`src/hdl/assert_macros.svh`:
```
// Assertion macros used by the converter RTL (i2p_back).
// Depends on: the using module having clk and rst_n (active low) in scope.
`ifndef ASSERT_MACROS_SVH
`define ASSERT_MACROS_SVH

// same-cycle implication
`define I2P_ASSERT_NOW(label, ante, cons) \
    label: assert property (@(posedge clk) disable iff (!rst_n) (ante) |-> (cons)) \
        else $error("assertion failed");

// next-cycle implication
`define I2P_ASSERT_NEXT(label, ante, cons) \
    label: assert property (@(posedge clk) disable iff (!rst_n) (ante) |=> (cons)) \
        else $error("assertion failed");

`endif

```
`src/hdl/i2p_pkg.sv`:
```
// Types and codes for the infix to postfix converter.
// Depends on: nothing.
package i2p_pkg;

    localparam logic [2:0] TOK_OPERAND  = 3'd0;
    localparam logic [2:0] TOK_OPERATOR = 3'd1;
    localparam logic [2:0] TOK_LPAREN   = 3'd2;
    localparam logic [2:0] TOK_RPAREN   = 3'd3;
    localparam logic [2:0] TOK_END      = 3'd4;

    localparam logic [2:0] OPC_MINUS    = 3'd0;
    localparam logic [2:0] OPC_PLUS     = 3'd1;
    localparam logic [2:0] OPC_DIVIDE   = 3'd2;
    localparam logic [2:0] OPC_MULTIPLY = 3'd3;
    localparam logic [2:0] OPC_POWER    = 3'd4;
    localparam logic [2:0] PAREN_MARK   = 3'd5;

    localparam logic [1:0] KIND_OPERAND  = 2'd0;
    localparam logic [1:0] KIND_OPERATOR = 2'd1;
    localparam logic [1:0] KIND_ERROR    = 2'd2;

    localparam logic [1:0] ERR_NONE     = 2'd0;
    localparam logic [1:0] ERR_RPAREN   = 2'd1;
    localparam logic [1:0] ERR_LPAREN   = 2'd2;
    localparam logic [1:0] ERR_OVERFLOW = 2'd3;

    typedef struct packed {
        logic [2:0]  op;
        logic [2:0]  oper_code;
        logic [31:0] operand_value;
    } token_t;

    typedef struct packed {
        logic [1:0]  out_kind;
        logic [2:0]  out_oper;
        logic [31:0] out_value;
        logic [1:0]  err_code;
        logic        last;
    } result_t;

    typedef enum logic [2:0] {
        CMD_OPERAND,
        CMD_OPERATOR,
        CMD_LPAREN,
        CMD_RPAREN,
        CMD_END
    } cmd_kind_t;

    typedef struct packed {
        cmd_kind_t   kind;
        logic [2:0]  oper;
        logic [31:0] value;
    } cmd_t;

    typedef enum logic [1:0] {
        ST_IDLE,
        ST_EXEC,
        ST_FINISH
    } back_state_t;

endpackage

```
`src/hdl/i2p_fifo.sv`:
```
// Two-entry register queue, generic over the entry type.
// Depends on: nothing.
module i2p_fifo #(
    parameter type T = logic
) (
    input  logic clk,
    input  logic rst_n,
    input  logic wr_en,
    input  T     wr_data,
    output logic full,
    input  logic rd_en,
    output T     rd_data,
    output logic empty
);

    T           slot_reg [2];
    logic       wr_ptr_reg;
    logic       wr_ptr_next;
    logic       rd_ptr_reg;
    logic       rd_ptr_next;
    logic [1:0] cnt_reg;
    logic [1:0] cnt_next;
    logic       wr_fire;
    logic       rd_fire;

    assign full    = (cnt_reg == 2'd2);
    assign empty   = (cnt_reg == 2'd0);
    assign wr_fire = wr_en && !full;
    assign rd_fire = rd_en && !empty;
    assign rd_data = slot_reg[rd_ptr_reg];

    always_comb
    begin
        wr_ptr_next = wr_ptr_reg ^ wr_fire;
        rd_ptr_next = rd_ptr_reg ^ rd_fire;
        cnt_next    = cnt_reg + {1'b0, wr_fire} - {1'b0, rd_fire};
    end

    always_ff @(posedge clk or negedge rst_n)
    begin
        if (!rst_n)
        begin
            wr_ptr_reg <= 1'b0;
            rd_ptr_reg <= 1'b0;
            cnt_reg    <= 2'd0;
        end
        else
        begin
            wr_ptr_reg <= wr_ptr_next;
            rd_ptr_reg <= rd_ptr_next;
            cnt_reg    <= cnt_next;
        end
    end

    always_ff @(posedge clk)
    begin
        if (wr_fire)
        begin
            slot_reg[wr_ptr_reg] <= wr_data;
        end
    end

endmodule

```
`src/hdl/i2p_front.sv`:
```
// Token intake: validates and classifies infix tokens into commands and queues them.
// Depends on: i2p_pkg, i2p_fifo.
module i2p_front (
    input  logic            clk,
    input  logic            rst_n,
    input  logic            push,
    output logic            full,
    input  i2p_pkg::token_t token,
    output logic            cmd_valid,
    output i2p_pkg::cmd_t   cmd,
    input  logic            cmd_take
);

    logic          tok_ok;
    i2p_pkg::cmd_t cmd_in;
    logic          q_empty;

    always_comb
    begin
        tok_ok       = 1'b1;
        cmd_in.kind  = i2p_pkg::CMD_OPERAND;
        cmd_in.oper  = token.oper_code;
        cmd_in.value = token.operand_value;
        case (token.op)
            i2p_pkg::TOK_OPERAND:  cmd_in.kind = i2p_pkg::CMD_OPERAND;
            i2p_pkg::TOK_OPERATOR:
            begin
                cmd_in.kind = i2p_pkg::CMD_OPERATOR;
                tok_ok      = token.oper_code inside {[i2p_pkg::OPC_MINUS:i2p_pkg::OPC_POWER]};
            end
            i2p_pkg::TOK_LPAREN:   cmd_in.kind = i2p_pkg::CMD_LPAREN;
            i2p_pkg::TOK_RPAREN:   cmd_in.kind = i2p_pkg::CMD_RPAREN;
            i2p_pkg::TOK_END:      cmd_in.kind = i2p_pkg::CMD_END;
            default:               tok_ok      = 1'b0;
        endcase
    end

    // undefined tokens are accepted and dropped
    i2p_fifo #(
        .T (i2p_pkg::cmd_t)
    ) u_cmd_q (
        .clk     (clk),
        .rst_n   (rst_n),
        .wr_en   (push && tok_ok),
        .wr_data (cmd_in),
        .full    (full),
        .rd_en   (cmd_take),
        .rd_data (cmd),
        .empty   (q_empty)
    );

    assign cmd_valid = !q_empty;

endmodule

```
`src/hdl/i2p_back.sv`:
```
// Command execution: operator stack in a memory, pop/push sequencing, result staging.
// Depends on: i2p_pkg, assert_macros.svh.
`include "assert_macros.svh"

module i2p_back #(
    parameter int STACK_DEPTH = 32
) (
    input  logic             clk,
    input  logic             rst_n,
    input  logic             cmd_valid,
    input  i2p_pkg::cmd_t    cmd,
    output logic             cmd_take,
    input  logic             res_full,
    output logic             res_wr,
    output i2p_pkg::result_t res_data
);

    localparam int AW = $clog2(STACK_DEPTH);
    localparam int CW = $clog2(STACK_DEPTH + 1);

    i2p_pkg::back_state_t state_reg;
    i2p_pkg::back_state_t state_next;
    i2p_pkg::cmd_t        cmd_reg;
    logic [CW-1:0]        count_reg;
    logic [CW-1:0]        count_next;
    i2p_pkg::result_t     pend_reg;
    i2p_pkg::result_t     pend_next;
    logic                 pend_valid_reg;
    logic                 pend_valid_next;
    logic                 paren_reg;
    logic                 paren_next;

    logic [2:0]           stack_mem [STACK_DEPTH];
    logic [2:0]           top_reg;
    logic [AW-1:0]        waddr;
    logic [AW-1:0]        raddr;
    logic [2:0]           push_data;

    logic                 has_top;
    logic                 is_full;
    logic                 top_paren;
    logic                 outranks;
    logic                 stall;
    logic                 finish_go;
    logic                 produce;
    i2p_pkg::result_t     prod_item;
    logic                 do_push;
    logic                 do_pop;
    logic                 done;

    assign has_top   = (count_reg != '0);
    assign is_full   = (count_reg == CW'(STACK_DEPTH));
    assign top_paren = (top_reg == i2p_pkg::PAREN_MARK);
    assign outranks  = (top_reg[2:1] > cmd_reg.oper[2:1])
                    || ((top_reg[2:1] == cmd_reg.oper[2:1])
                        && (cmd_reg.oper != i2p_pkg::OPC_POWER));
    assign stall     = pend_valid_reg && res_full;
    assign finish_go = (state_reg == i2p_pkg::ST_FINISH) && !stall;
    assign cmd_take  = cmd_valid && ((state_reg == i2p_pkg::ST_IDLE) || finish_go);
    assign push_data = (cmd_reg.kind == i2p_pkg::CMD_LPAREN) ? i2p_pkg::PAREN_MARK
                                                             : cmd_reg.oper;

    // one stack step per cycle in EXEC, unless the staged result is stalled by a full result queue
    always_comb
    begin
        produce   = 1'b0;
        prod_item = '0;
        do_push   = 1'b0;
        do_pop    = 1'b0;
        done      = 1'b0;
        if ((state_reg == i2p_pkg::ST_EXEC) && !stall)
        begin
            case (cmd_reg.kind)
                i2p_pkg::CMD_OPERAND:
                begin
                    produce             = 1'b1;
                    prod_item.out_kind  = i2p_pkg::KIND_OPERAND;
                    prod_item.out_value = cmd_reg.value;
                    done                = 1'b1;
                end
                i2p_pkg::CMD_OPERATOR:
                begin
                    if (has_top && !top_paren && outranks)
                    begin
                        produce            = 1'b1;
                        prod_item.out_kind = i2p_pkg::KIND_OPERATOR;
                        prod_item.out_oper = top_reg;
                        do_pop             = 1'b1;
                    end
                    else if (is_full)
                    begin
                        produce            = 1'b1;
                        prod_item.out_kind = i2p_pkg::KIND_ERROR;
                        prod_item.err_code = i2p_pkg::ERR_OVERFLOW;
                        done               = 1'b1;
                    end
                    else
                    begin
                        do_push = 1'b1;
                        done    = 1'b1;
                    end
                end
                i2p_pkg::CMD_LPAREN:
                begin
                    if (is_full)
                    begin
                        produce            = 1'b1;
                        prod_item.out_kind = i2p_pkg::KIND_ERROR;
                        prod_item.err_code = i2p_pkg::ERR_OVERFLOW;
                    end
                    else
                    begin
                        do_push = 1'b1;
                    end
                    done = 1'b1;
                end
                i2p_pkg::CMD_RPAREN:
                begin
                    if (!has_top)
                    begin
                        produce            = 1'b1;
                        prod_item.out_kind = i2p_pkg::KIND_ERROR;
                        prod_item.err_code = i2p_pkg::ERR_RPAREN;
                        done               = 1'b1;
                    end
                    else if (top_paren)
                    begin
                        do_pop = 1'b1;
                        done   = 1'b1;
                    end
                    else
                    begin
                        produce            = 1'b1;
                        prod_item.out_kind = i2p_pkg::KIND_OPERATOR;
                        prod_item.out_oper = top_reg;
                        do_pop             = 1'b1;
                    end
                end
                i2p_pkg::CMD_END:
                begin
                    if (!has_top)
                    begin
                        if (paren_reg)
                        begin
                            produce            = 1'b1;
                            prod_item.out_kind = i2p_pkg::KIND_ERROR;
                            prod_item.err_code = i2p_pkg::ERR_LPAREN;
                        end
                        done = 1'b1;
                    end
                    else
                    begin
                        do_pop = 1'b1;
                        if (!top_paren)
                        begin
                            produce            = 1'b1;
                            prod_item.out_kind = i2p_pkg::KIND_OPERATOR;
                            prod_item.out_oper = top_reg;
                        end
                    end
                end
                default:
                begin
                    done = 1'b1;
                end
            endcase
        end
    end

    always_comb
    begin
        state_next = state_reg;
        case (state_reg)
            i2p_pkg::ST_IDLE:
            begin
                if (cmd_valid)
                begin
                    state_next = i2p_pkg::ST_EXEC;
                end
            end
            i2p_pkg::ST_EXEC:
            begin
                if (done)
                begin
                    state_next = i2p_pkg::ST_FINISH;
                end
            end
            i2p_pkg::ST_FINISH:
            begin
                if (finish_go)
                begin
                    state_next = cmd_valid ? i2p_pkg::ST_EXEC : i2p_pkg::ST_IDLE;
                end
            end
            default:
            begin
                state_next = i2p_pkg::ST_IDLE;
            end
        endcase
    end

    // a staged result goes out when the next one arrives, or with last at finish
    always_comb
    begin
        res_wr          = pend_valid_reg && (produce || finish_go);
        res_data        = pend_reg;
        res_data.last   = (state_reg == i2p_pkg::ST_FINISH);
        pend_next       = pend_reg;
        pend_valid_next = pend_valid_reg;
        if (produce)
        begin
            pend_next       = prod_item;
            pend_valid_next = 1'b1;
        end
        else if (finish_go)
        begin
            pend_valid_next = 1'b0;
        end
        count_next = count_reg;
        if (do_push)
        begin
            count_next = count_reg + CW'(1);
        end
        else if (do_pop)
        begin
            count_next = count_reg - CW'(1);
        end
        paren_next = paren_reg;
        if (cmd_take)
        begin
            paren_next = 1'b0;
        end
        else if ((cmd_reg.kind == i2p_pkg::CMD_END) && do_pop && top_paren)
        begin
            paren_next = 1'b1;
        end
        waddr = count_reg[AW-1:0];
        raddr = AW'(count_next - CW'(1));
    end

    always_ff @(posedge clk or negedge rst_n)
    begin
        if (!rst_n)
        begin
            state_reg      <= i2p_pkg::ST_IDLE;
            count_reg      <= '0;
            pend_valid_reg <= 1'b0;
            paren_reg      <= 1'b0;
        end
        else
        begin
            state_reg      <= state_next;
            count_reg      <= count_next;
            pend_valid_reg <= pend_valid_next;
            paren_reg      <= paren_next;
        end
    end

    always_ff @(posedge clk)
    begin
        pend_reg <= pend_next;
        if (cmd_take)
        begin
            cmd_reg <= cmd;
        end
    end

    // top of stack kept in the read register, with write bypass
    always_ff @(posedge clk)
    begin
        if (do_push)
        begin
            stack_mem[waddr] <= push_data;
        end
        if (do_push && (waddr == raddr))
        begin
            top_reg <= push_data;
        end
        else
        begin
            top_reg <= stack_mem[raddr];
        end
    end

    `I2P_ASSERT_NOW(a_count_range, 1'b1, count_reg <= CW'(STACK_DEPTH))
    `I2P_ASSERT_NOW(a_push_room, do_push, !is_full && !do_pop)
    `I2P_ASSERT_NOW(a_res_room, res_wr, !res_full)
    `I2P_ASSERT_NOW(a_finish_last, finish_go && pend_valid_reg, res_wr && res_data.last)
    `I2P_ASSERT_NEXT(a_push_top, do_push, has_top && (top_reg == $past(push_data)))

endmodule

```
`src/hdl/infix_to_postfix_converter.sv`:
```
// Shunting-yard infix to postfix converter, top level.
// Depends on: i2p_pkg, i2p_front, i2p_back, i2p_fifo.
//
// Input channel: token (op, oper_code, operand_value) is taken when push is
// high and full is low. Undefined token kinds and operators are taken and
// dropped. Result channel: result is valid while empty is low and is taken
// when pop is high. The final result produced by a token has last set;
// mismatched parens and stack overflow come out as error results.
// A two-entry command queue sits between intake and execution, and a
// two-entry result queue sits at the output.
// An operand passes through the command queue, cmd_reg, pend_reg and the
// result queue. Execution runs a token's stack steps in EXEC, one for an
// operand, push or paren plus one per stack entry popped, then passes
// through FINISH, where the next command is taken. The operator stack is
// a memory with one write and one registered read port.
// Reset empties both queues and the operator stack; no clearing pass.
// When the receiver stalls, the result queue fills, execution holds, the
// command queue fills, and full rises.
module infix_to_postfix_converter #(
    parameter int STACK_DEPTH = 32
) (
    input  logic             clk,
    input  logic             rst_n,
    input  logic             push,
    output logic             full,
    input  i2p_pkg::token_t  token,
    output logic             empty,
    input  logic             pop,
    output i2p_pkg::result_t result
);

    logic             cmd_valid;
    i2p_pkg::cmd_t    cmd;
    logic             cmd_take;
    logic             res_full;
    logic             res_wr;
    i2p_pkg::result_t res_data;

    i2p_front u_front (
        .clk       (clk),
        .rst_n     (rst_n),
        .push      (push),
        .full      (full),
        .token     (token),
        .cmd_valid (cmd_valid),
        .cmd       (cmd),
        .cmd_take  (cmd_take)
    );

    i2p_back #(
        .STACK_DEPTH (STACK_DEPTH)
    ) u_back (
        .clk       (clk),
        .rst_n     (rst_n),
        .cmd_valid (cmd_valid),
        .cmd       (cmd),
        .cmd_take  (cmd_take),
        .res_full  (res_full),
        .res_wr    (res_wr),
        .res_data  (res_data)
    );

    i2p_fifo #(
        .T (i2p_pkg::result_t)
    ) u_res_q (
        .clk     (clk),
        .rst_n   (rst_n),
        .wr_en   (res_wr),
        .wr_data (res_data),
        .full    (res_full),
        .rd_en   (pop),
        .rd_data (result),
        .empty   (empty)
    );

endmodule

```
`config.mk`:
```
export PLATFORM = sky130hd
export DESIGN_NAME = infix_to_postfix_converter
export DESIGN_NICKNAME = d
export VERILOG_FILES = /design/src/hdl/i2p_pkg.sv /design/src/hdl/i2p_fifo.sv /design/src/hdl/i2p_front.sv /design/src/hdl/i2p_back.sv /design/src/hdl/infix_to_postfix_converter.sv
export VERILOG_INCLUDE_DIRS = /design/src /design/src/hdl
export SDC_FILE = /design/constraint.sdc
export NUM_CORES = 1
export LEC_CHECK = 0
export BUFFER_PORTS_ARGS = -buffer_cell sky130_fd_sc_hd__buf_4
export CAP_MARGIN = 20
export CORE_MARGIN = 10
export CORE_UTILIZATION = 35
export DETAILED_ROUTE_END_ITERATION = 8
export SYNTH_ARGS = -nofsm -noshare
export SYNTH_HDL_FRONTEND = slang
export SYNTH_SLANG_ARGS = --single-unit
```
`constraint.sdc`:
```
create_clock -name clk -period 6.7 [get_ports clk]
set_input_delay 0.67 -clock clk [delete_from_list [all_inputs] [get_ports clk]]
set_output_delay 0.67 -clock clk [all_outputs]
set_load 0.01 [all_outputs]
```
==> results.json, run 1 <==
{
  "status": "complete, no violations",
  "cts_root_buf": "clkbuf_16",
  "syn_nets": 855,
  "synth-edff-count": 329,
  "coreArea_um2": 39000,
  "fin_crit_sh_pct": 74.7,
  "skew_ns": 0.0123,
  "drc": 0,
  "die_y_um": 219,
  "layout_commonest_cell": "edfxtp_1",
  "yosysWarnings": 0,
  "reg2regPathDepth": 19,
  "hold_violations": 0,
  "clk_latency_ns": 0.53,
  "slew_violations": 0,
  "cp_num_cells": 19,
  "htreeDepth": 2,
  "setup_violations": 0,
  "syn_area_um2": 13900,
  "diodes": 0,
  "grt_pass1_vias": 7121,
  "drv_cap": 0,
  "post-cts-setup-buffer-count": 0,
  "period_needed_ns": 5.01,
  "final_nets": 961,
  "yosysUniqueCellTypes": 68,
  "max_stage_delay_ns": 0.81,
  "drive_above_1_share_pct": 28.4,
  "critPathLaunchType": "flop",
  "antenna_found_initial": 0,
  "p_leak_nw": 5.74,
  "endpoint_kind": "flop",
  "cts_resized": 0,
  "tns_ns": 0,
  "path_clk_slew_ns": 0.06,
  "crit_type": "reg -> reg",
  "drtIter0Drc": 391,
  "worst_pin_slew_ns": 0.998,
  "largest_reg_flops": 96,
  "portBuffers": 83,
  "die-area_um2": 48100,
  "wl_um": 27200,
  "critPathTopFamily": "compound AO/OA/AOI/OAI gates",
  "post-route-util_pct": 41.8,
  "gr-total-overflow": 0,
  "required_ns": 6.89,
  "dieWidth_um": 219,
  "rsz0062_at_grt": "no",
  "clockBufferDepth": 3,
  "nFillCells": 3463,
  "cts.sinks": 352,
  "dp_hpwl_um": 17800,
  "io_pins": 84,
  "rows": 72,
  "grt_pass1_wl_um": 42300,
  "num_vias": 6829,
  "area_delta_synth_final_pct": 17.1,
  "viasPerCell": 4.71,
  "path_buf_inv": 2,
  "hold_depth": 1,
  "ant_nets": 0,
  "ys_seq_area_share_pct": 75.0,
  "critPathMaxFanout": 26,
  "peakVddDrop_v": 0.000390,
  "path_cells": "buf_12, mux2i_1, a22oi_1, nand2_1, o22ai_1, a211oi_4, ha_1, nand2b_1, a21oi_1, a21oi_1, nor2b_1, o21ai_0, o21ai_0, a32oi_1, maj3_2, or2_1, a221oi_2, ha_2, buf_4",
  "worstHoldPathType": "in -> reg",
  "avgRoutedWirePerCell_um": 18.7,
  "placed_cells": 1381,
  "clock.fmax_mhz": 200,
  "initial_core_util_pct": 35.6,
  "synth_flop_cell": "edfxtp_1",
  "yosys_register_bits": 352,
  "firstDrtPassIters": 4,
  "worst_hold_slack_ns": 0.322,
  "grt_use_total_pct": 11.3,
  "finalNonFillerCells": 1449,
  "cts_buffers": 37,
  "p_per_area_nw_per_um2": 460,
  "layout_common_cells": "edfxtp_1, buf_4, mux2_2, mux2i_1, nor2_1",
  "cts_tree": "built",
  "power_mw": 7.49,
  "critPathSlowestCell": "dfxtp_2",
  "gp_congestion": 0.811,
  "critPathArrivalTime_ns": 5.20,
  "grt_max_degree": 42,
  "synthesis.instances": 797,
  "syn_area_per_cell_um2": 17.4,
  "postCtsHoldBufs": 1,
  "slew_headroom_pct": 33.5,
  "ys_async_sr_fraction_pct": 5.11
}
-- power breakdown --
| part | switching, mW | internal [mW] |
|---|---|---|
| Combinational | 1.27 | 0.871 |
| Clock | 0.820 | 1.16 |
| Sequential | 0.293 | 3.07 |
-- Yosys cell counts, drive strengths merged (2+ instances only) --
master,instances,area [µm²]
o21ai,6,30.0
nor3b,3,22.5
or2,5,31.3
nand3b,3,35.0
nand2,25,93.8
mux2i,47,470
ha,16,200
buf,15,148
xor2,4,35.0
clkbuf,12,48.8
a22o,6,52.6
o31ai,2,25.0
mux2,79,890
o211ai,3,27.5
nor2,48,185
a2111oi,2,30.0
a21oi,13,65.1
nor2b,7,43.8
a211oi,8,87.6
xnor2,10,103
a22oi,12,95.1
nor3,10,60.1
and2,40,250
or3,3,23.8
nand2b,5,31.3
o22ai,3,18.8
o21a,2,15.0
and3,2,12.5
inv,25,93.8
a31o,2,17.5
nor4b,2,32.5
and2b,3,25.0
nand3,9,45.0
a211o,2,18.8
dfrtp,18,450
dfxtp,5,100
edfxtp,329,9880
or3b,2,17.5
-- path summary, 6_finish.rpt --
path,startpoint,end,slack [ns]
max,flop,u_res_q.slot_reg[0][36]$_DFFE_PP_,1.69
min,token[8],u_front.u_cmd_q.slot_reg[1][8]$_DFFE_PP_,0.32
max reg2reg,flop,u_res_q.slot_reg[0][36]$_DFFE_PP_,1.69
min reg2reg,u_back.res_data[32]$_SDFFCE_PN0P_,u_res_q.slot_reg[1][32]$_DFFE_PP_,0.44
max in group asynchronous,rst_n,u_res_q.rd_ptr_reg$_DFF_PN0_,5.89
min in group asynchronous,rst_n,u_front.u_cmd_q.wr_ptr_reg$_DFF_PN0_,0.57
-- worst reg2reg max path, delay by kind of cell, from the launching register on --
kind	cells	cell delay [ns]
DFF	1	0.81
AOI/OAI and AO/OA	9	1.52
adders and majority gates	3	0.80
and+or+nand+nor	4	0.69
buffers and inverters	2	0.62
muxes	1	0.25
-- layer usage --
metal | global-route usage [%] | vias up | part of all wire (%)
met4 | 3.77 | 0 | 1.9
met2 | 16.7 | 142 | 45
li1 | - | 3242 | -
met1 | 16.0 | 3406 | 47
met3 | 2.61 | 39 | 5.4
met5 | 0 | - | 0
-- per-stage QoR --
stage | worst slack (ns) | cell area [µm²]
final | 1.69 | 16300
after detailed placement | 1.74 | 15100
after global routing | 1.31 | 16300
after global placement | 1.84 | 15100
after floorplan | 2.06 | 13900
after CTS | 1.71 | 16300
-- cell families after synthesis --
group | count (synthesis) | synth area share [%]
flip-flops | 352 | 75.0
AND/OR/NAND/NOR | 168 | 6.59
multiplexers | 126 | 9.78
AO/OA/AOI/OAI | 68 | 4.02
buffers and inverters | 52 | 2.09
adder cells (fa/ha/maj) | 17 | 1.52
XOR/XNOR | 14 | 0.990
-- layout make-up --
class                   count  area [µm²]  share of cell area [%]
inverters                  25        93.8                   0.576
multi-input cells         393        3200                    19.7
clock inverters            22         209                    1.28
well taps                 518         648                    3.98
repair buffers             94         721                    4.43
flip-flops and latches    352       10400                    64.1
clock buffers              45         977                    6.00
Note: power is estimated with default switching activity, not from simulation.
==> inputs of run 2 (changes only) <==
==> constraint.sdc (replaced) <==
create_clock -name clk -period 5.2 [get_ports clk]
set_input_delay 0.52 -clock clk [delete_from_list [all_inputs] [get_ports clk]]
set_output_delay 0.52 -clock clk [all_outputs]
set_load 0.01 [all_outputs]
==> run 2 against run 1 <==
- cell area increased by 0.28%
- clock skew increased by 0.0028 ns
- first-iteration DRC count increased by 21%
- hold slack got worse by 0.17 ns
==> results.json, run 2 (same netlist as run 1, synthesis figures left out) <==
{
  "rows": 72,
  "viasPerCell": 4.69,
  "cts_tree": "built",
  "placed_cells": 1383,
  "drc": 0,
  "post-cts-setup-buffer-count": 0,
  "power_frac_seq_pct": 44.7,
  "gp_congestion": 0.816,
  "p_clk_share_pct": 25.9,
  "hold_violations": 0,
  "fin_crit_sh_pct": 91.9,
  "ant_nets": 0,
  "grt_pass1_vias": 7018,
  "period_needed_ns": 4.78,
  "fin_area_um2": 16300,
  "clk_latency_ns": 0.55,
  "endpoint_kind": "flop",
  "p_leak_nw": 5.74,
  "internal_power_mw": 6.56,
  "grt_use_total_pct": 11.4,
  "post-route-util_pct": 41.9,
  "grt_max_degree": 42,
  "nFillCells": 3439,
  "wl_um": 27400,
  "rsz0062_at_grt": "no",
  "dp_hpwl_um": 18100,
  "initial_core_util_pct": 35.6,
  "diodes": 0,
  "cts.sinks": 352,
  "num_vias": 6817,
  "area_delta_synth_final_pct": 17.4,
  "whs_endpoint": "u_front.u_cmd_q.slot_reg[0][31]$_DFFE_PP_",
  "layout_common_cells": "edfxtp_1, buf_4, mux2_2, mux2i_1, nor2_1",
  "worstHoldPathType": "in -> reg",
  "switching_share_pct": 32.0,
  "skew_ns": 0.0152,
  "antenna_found_initial": 0,
  "critPathSlowestCell": "dfxtp_2",
  "worst_hold_slack_ns": 0.153,
  "worst_pin_slew_ns": 1.02,
  "rr_endpoint": "u_res_q.slot_reg[0][13]$_DFFE_PP_",
  "dieWidth_um": 219,
  "critPathTopFamily": "compound AO/OA/AOI/OAI gates",
  "final_nets": 964,
  "peakVddDrop_v": 0.000266,
  "slew_violations": 0,
  "crit_type": "reg -> reg",
  "portBuffers": 83,
  "drive_above_1_share_pct": 28.3,
  "required_ns": 5.44,
  "slew_headroom_pct": 32.1,
  "status": "complete, no violations",
  "layout_commonest_cell": "edfxtp_1",
  "setup_violations": 0,
  "path_cells": "buf_12, mux2i_1, a22oi_1, nand2_1, o22ai_1, a211oi_4, ha_1, nand2b_1, a21oi_1, a21oi_1, nor2b_1, o21ai_0, o21ai_0, a32oi_1, maj3_2, or2_1, a221oi_2, ha_2, buf_12",
  "htreeDepth": 2,
  "p_per_area_nw_per_um2": 591,
  "p_sw_mw": 3.09,
  "gr-total-overflow": 0,
  "worstHoldStart": "token[31]",
  "die_y_um": 219,
  "drv_cap": 0,
  "cts_buffers": 38,
  "firstDrtPassIters": 5,
  "largest_reg_flops": 96,
  "cts_root_buf": "clkbuf_16",
  "hold_depth": 1,
  "reg2regPathDepth": 19,
  "clockBufferDepth": 3,
  "avgRoutedWirePerCell_um": 18.9,
  "path_buf_inv": 2,
  "io_pins": 84,
  "grt_pass1_wl_um": 42100,
  "clock.fmax_mhz": 209,
  "finalNonFillerCells": 1452,
  "place_ws_ns": 0.441,
  "tns_ns": 0,
  "critPathMaxFanout": 19,
  "combPwrFrac_pct": 29.3,
  "drtIter0Drc": 472,
  "reg2reg_slack_ns": 0.42,
  "path_clk_slew_ns": 0.06,
  "critPathArrivalTime_ns": 5.02,
  "setup_ws_ns": 0.420,
  "die-area_um2": 48100,
  "critPathLaunchType": "flop",
  "max_stage_delay_ns": 0.69,
  "power_mw": 9.66,
  "coreArea_um2": 39000,
  "dpl_cell_area_um2": 15200
}
run 2: worst max path at each step:
stage / to / slack (ns) / cells past startpoint
2_1_floorplan: u_res_q.slot_reg[0][0]$_DFFE_PP_ / 0.56 / 21
3_5_place_dp: u_res_q.slot_reg[1][17]$_DFFE_PP_ / 0.44 / 19
6_report: u_res_q.slot_reg[0][13]$_DFFE_PP_ / 0.42 / 19
3_3_place_gp: u_res_q.slot_reg[0][18]$_DFFE_PP_ / 0.54 / 19
4_1_cts: u_res_q.slot_reg[1][17]$_DFFE_PP_ / 0.42 / 19
5_1_grt: u_res_q.slot_reg[1][26]$_DFFE_PP_ / 0.006 / 20
run 2: cell type report:
| cell class | instances | area, µm² | share of cell area [%] |
|---|---|---|---|
| clock inverters | 20 | 144 | 0.881 |
| inverters | 25 | 93.8 | 0.575 |
| flip-flops and latches | 352 | 10400 | 63.9 |
| multi-input cells | 393 | 3200 | 19.6 |
| clock buffers | 48 | 1010 | 6.18 |
| well taps | 518 | 648 | 3.97 |
| repair buffers | 96 | 798 | 4.89 |
run 2: power groups by stage:
| stage | sequential [mW] | clock, mW | combinational, mW |
|---|---|---|---|
| after floorplan | 4.16 | 0 | 2.09 |
| after global placement | 4.36 | 0 | 2.86 |
| after detailed placement | 4.38 | 0 | 2.87 |
| after CTS | 4.32 | 2.57 | 2.89 |
| after global routing | 4.39 | 2.70 | 3.12 |
| final | 4.32 | 2.51 | 2.83 |
run 2: routing by layer:
| metal | vias to the layer above | wire length, µm | global-route usage (%) | share of wire (%) |
|---|---|---|---|---|
| li1 | 3253 | - | - | - |
| met1 | 3352 | 13100 | 16.0 | 48 |
| met2 | 162 | 12100 | 16.6 | 44 |
| met3 | 50 | 1520 | 2.89 | 5.5 |
| met4 | 0 | 663 | 4.11 | 2.4 |
| met5 | - | 0 | 0 | 0 |
run 2: repair_timing:
action,in CTS,in global routing
hold buffers,1,0
endpoints found under the hold margin,18,0
gates resized for setup,0,0
run 2: worst reg2reg max path: cells and delay by family (launching register included):
family                     cells  cell delay, ns
AOI/OAI and AO/OA              9            1.47
adders and majority gates      3            0.97
DFF                            1            0.69
and+or+nand+nor                4            0.64
buffers and inverters          2            0.46
muxes                          1            0.23
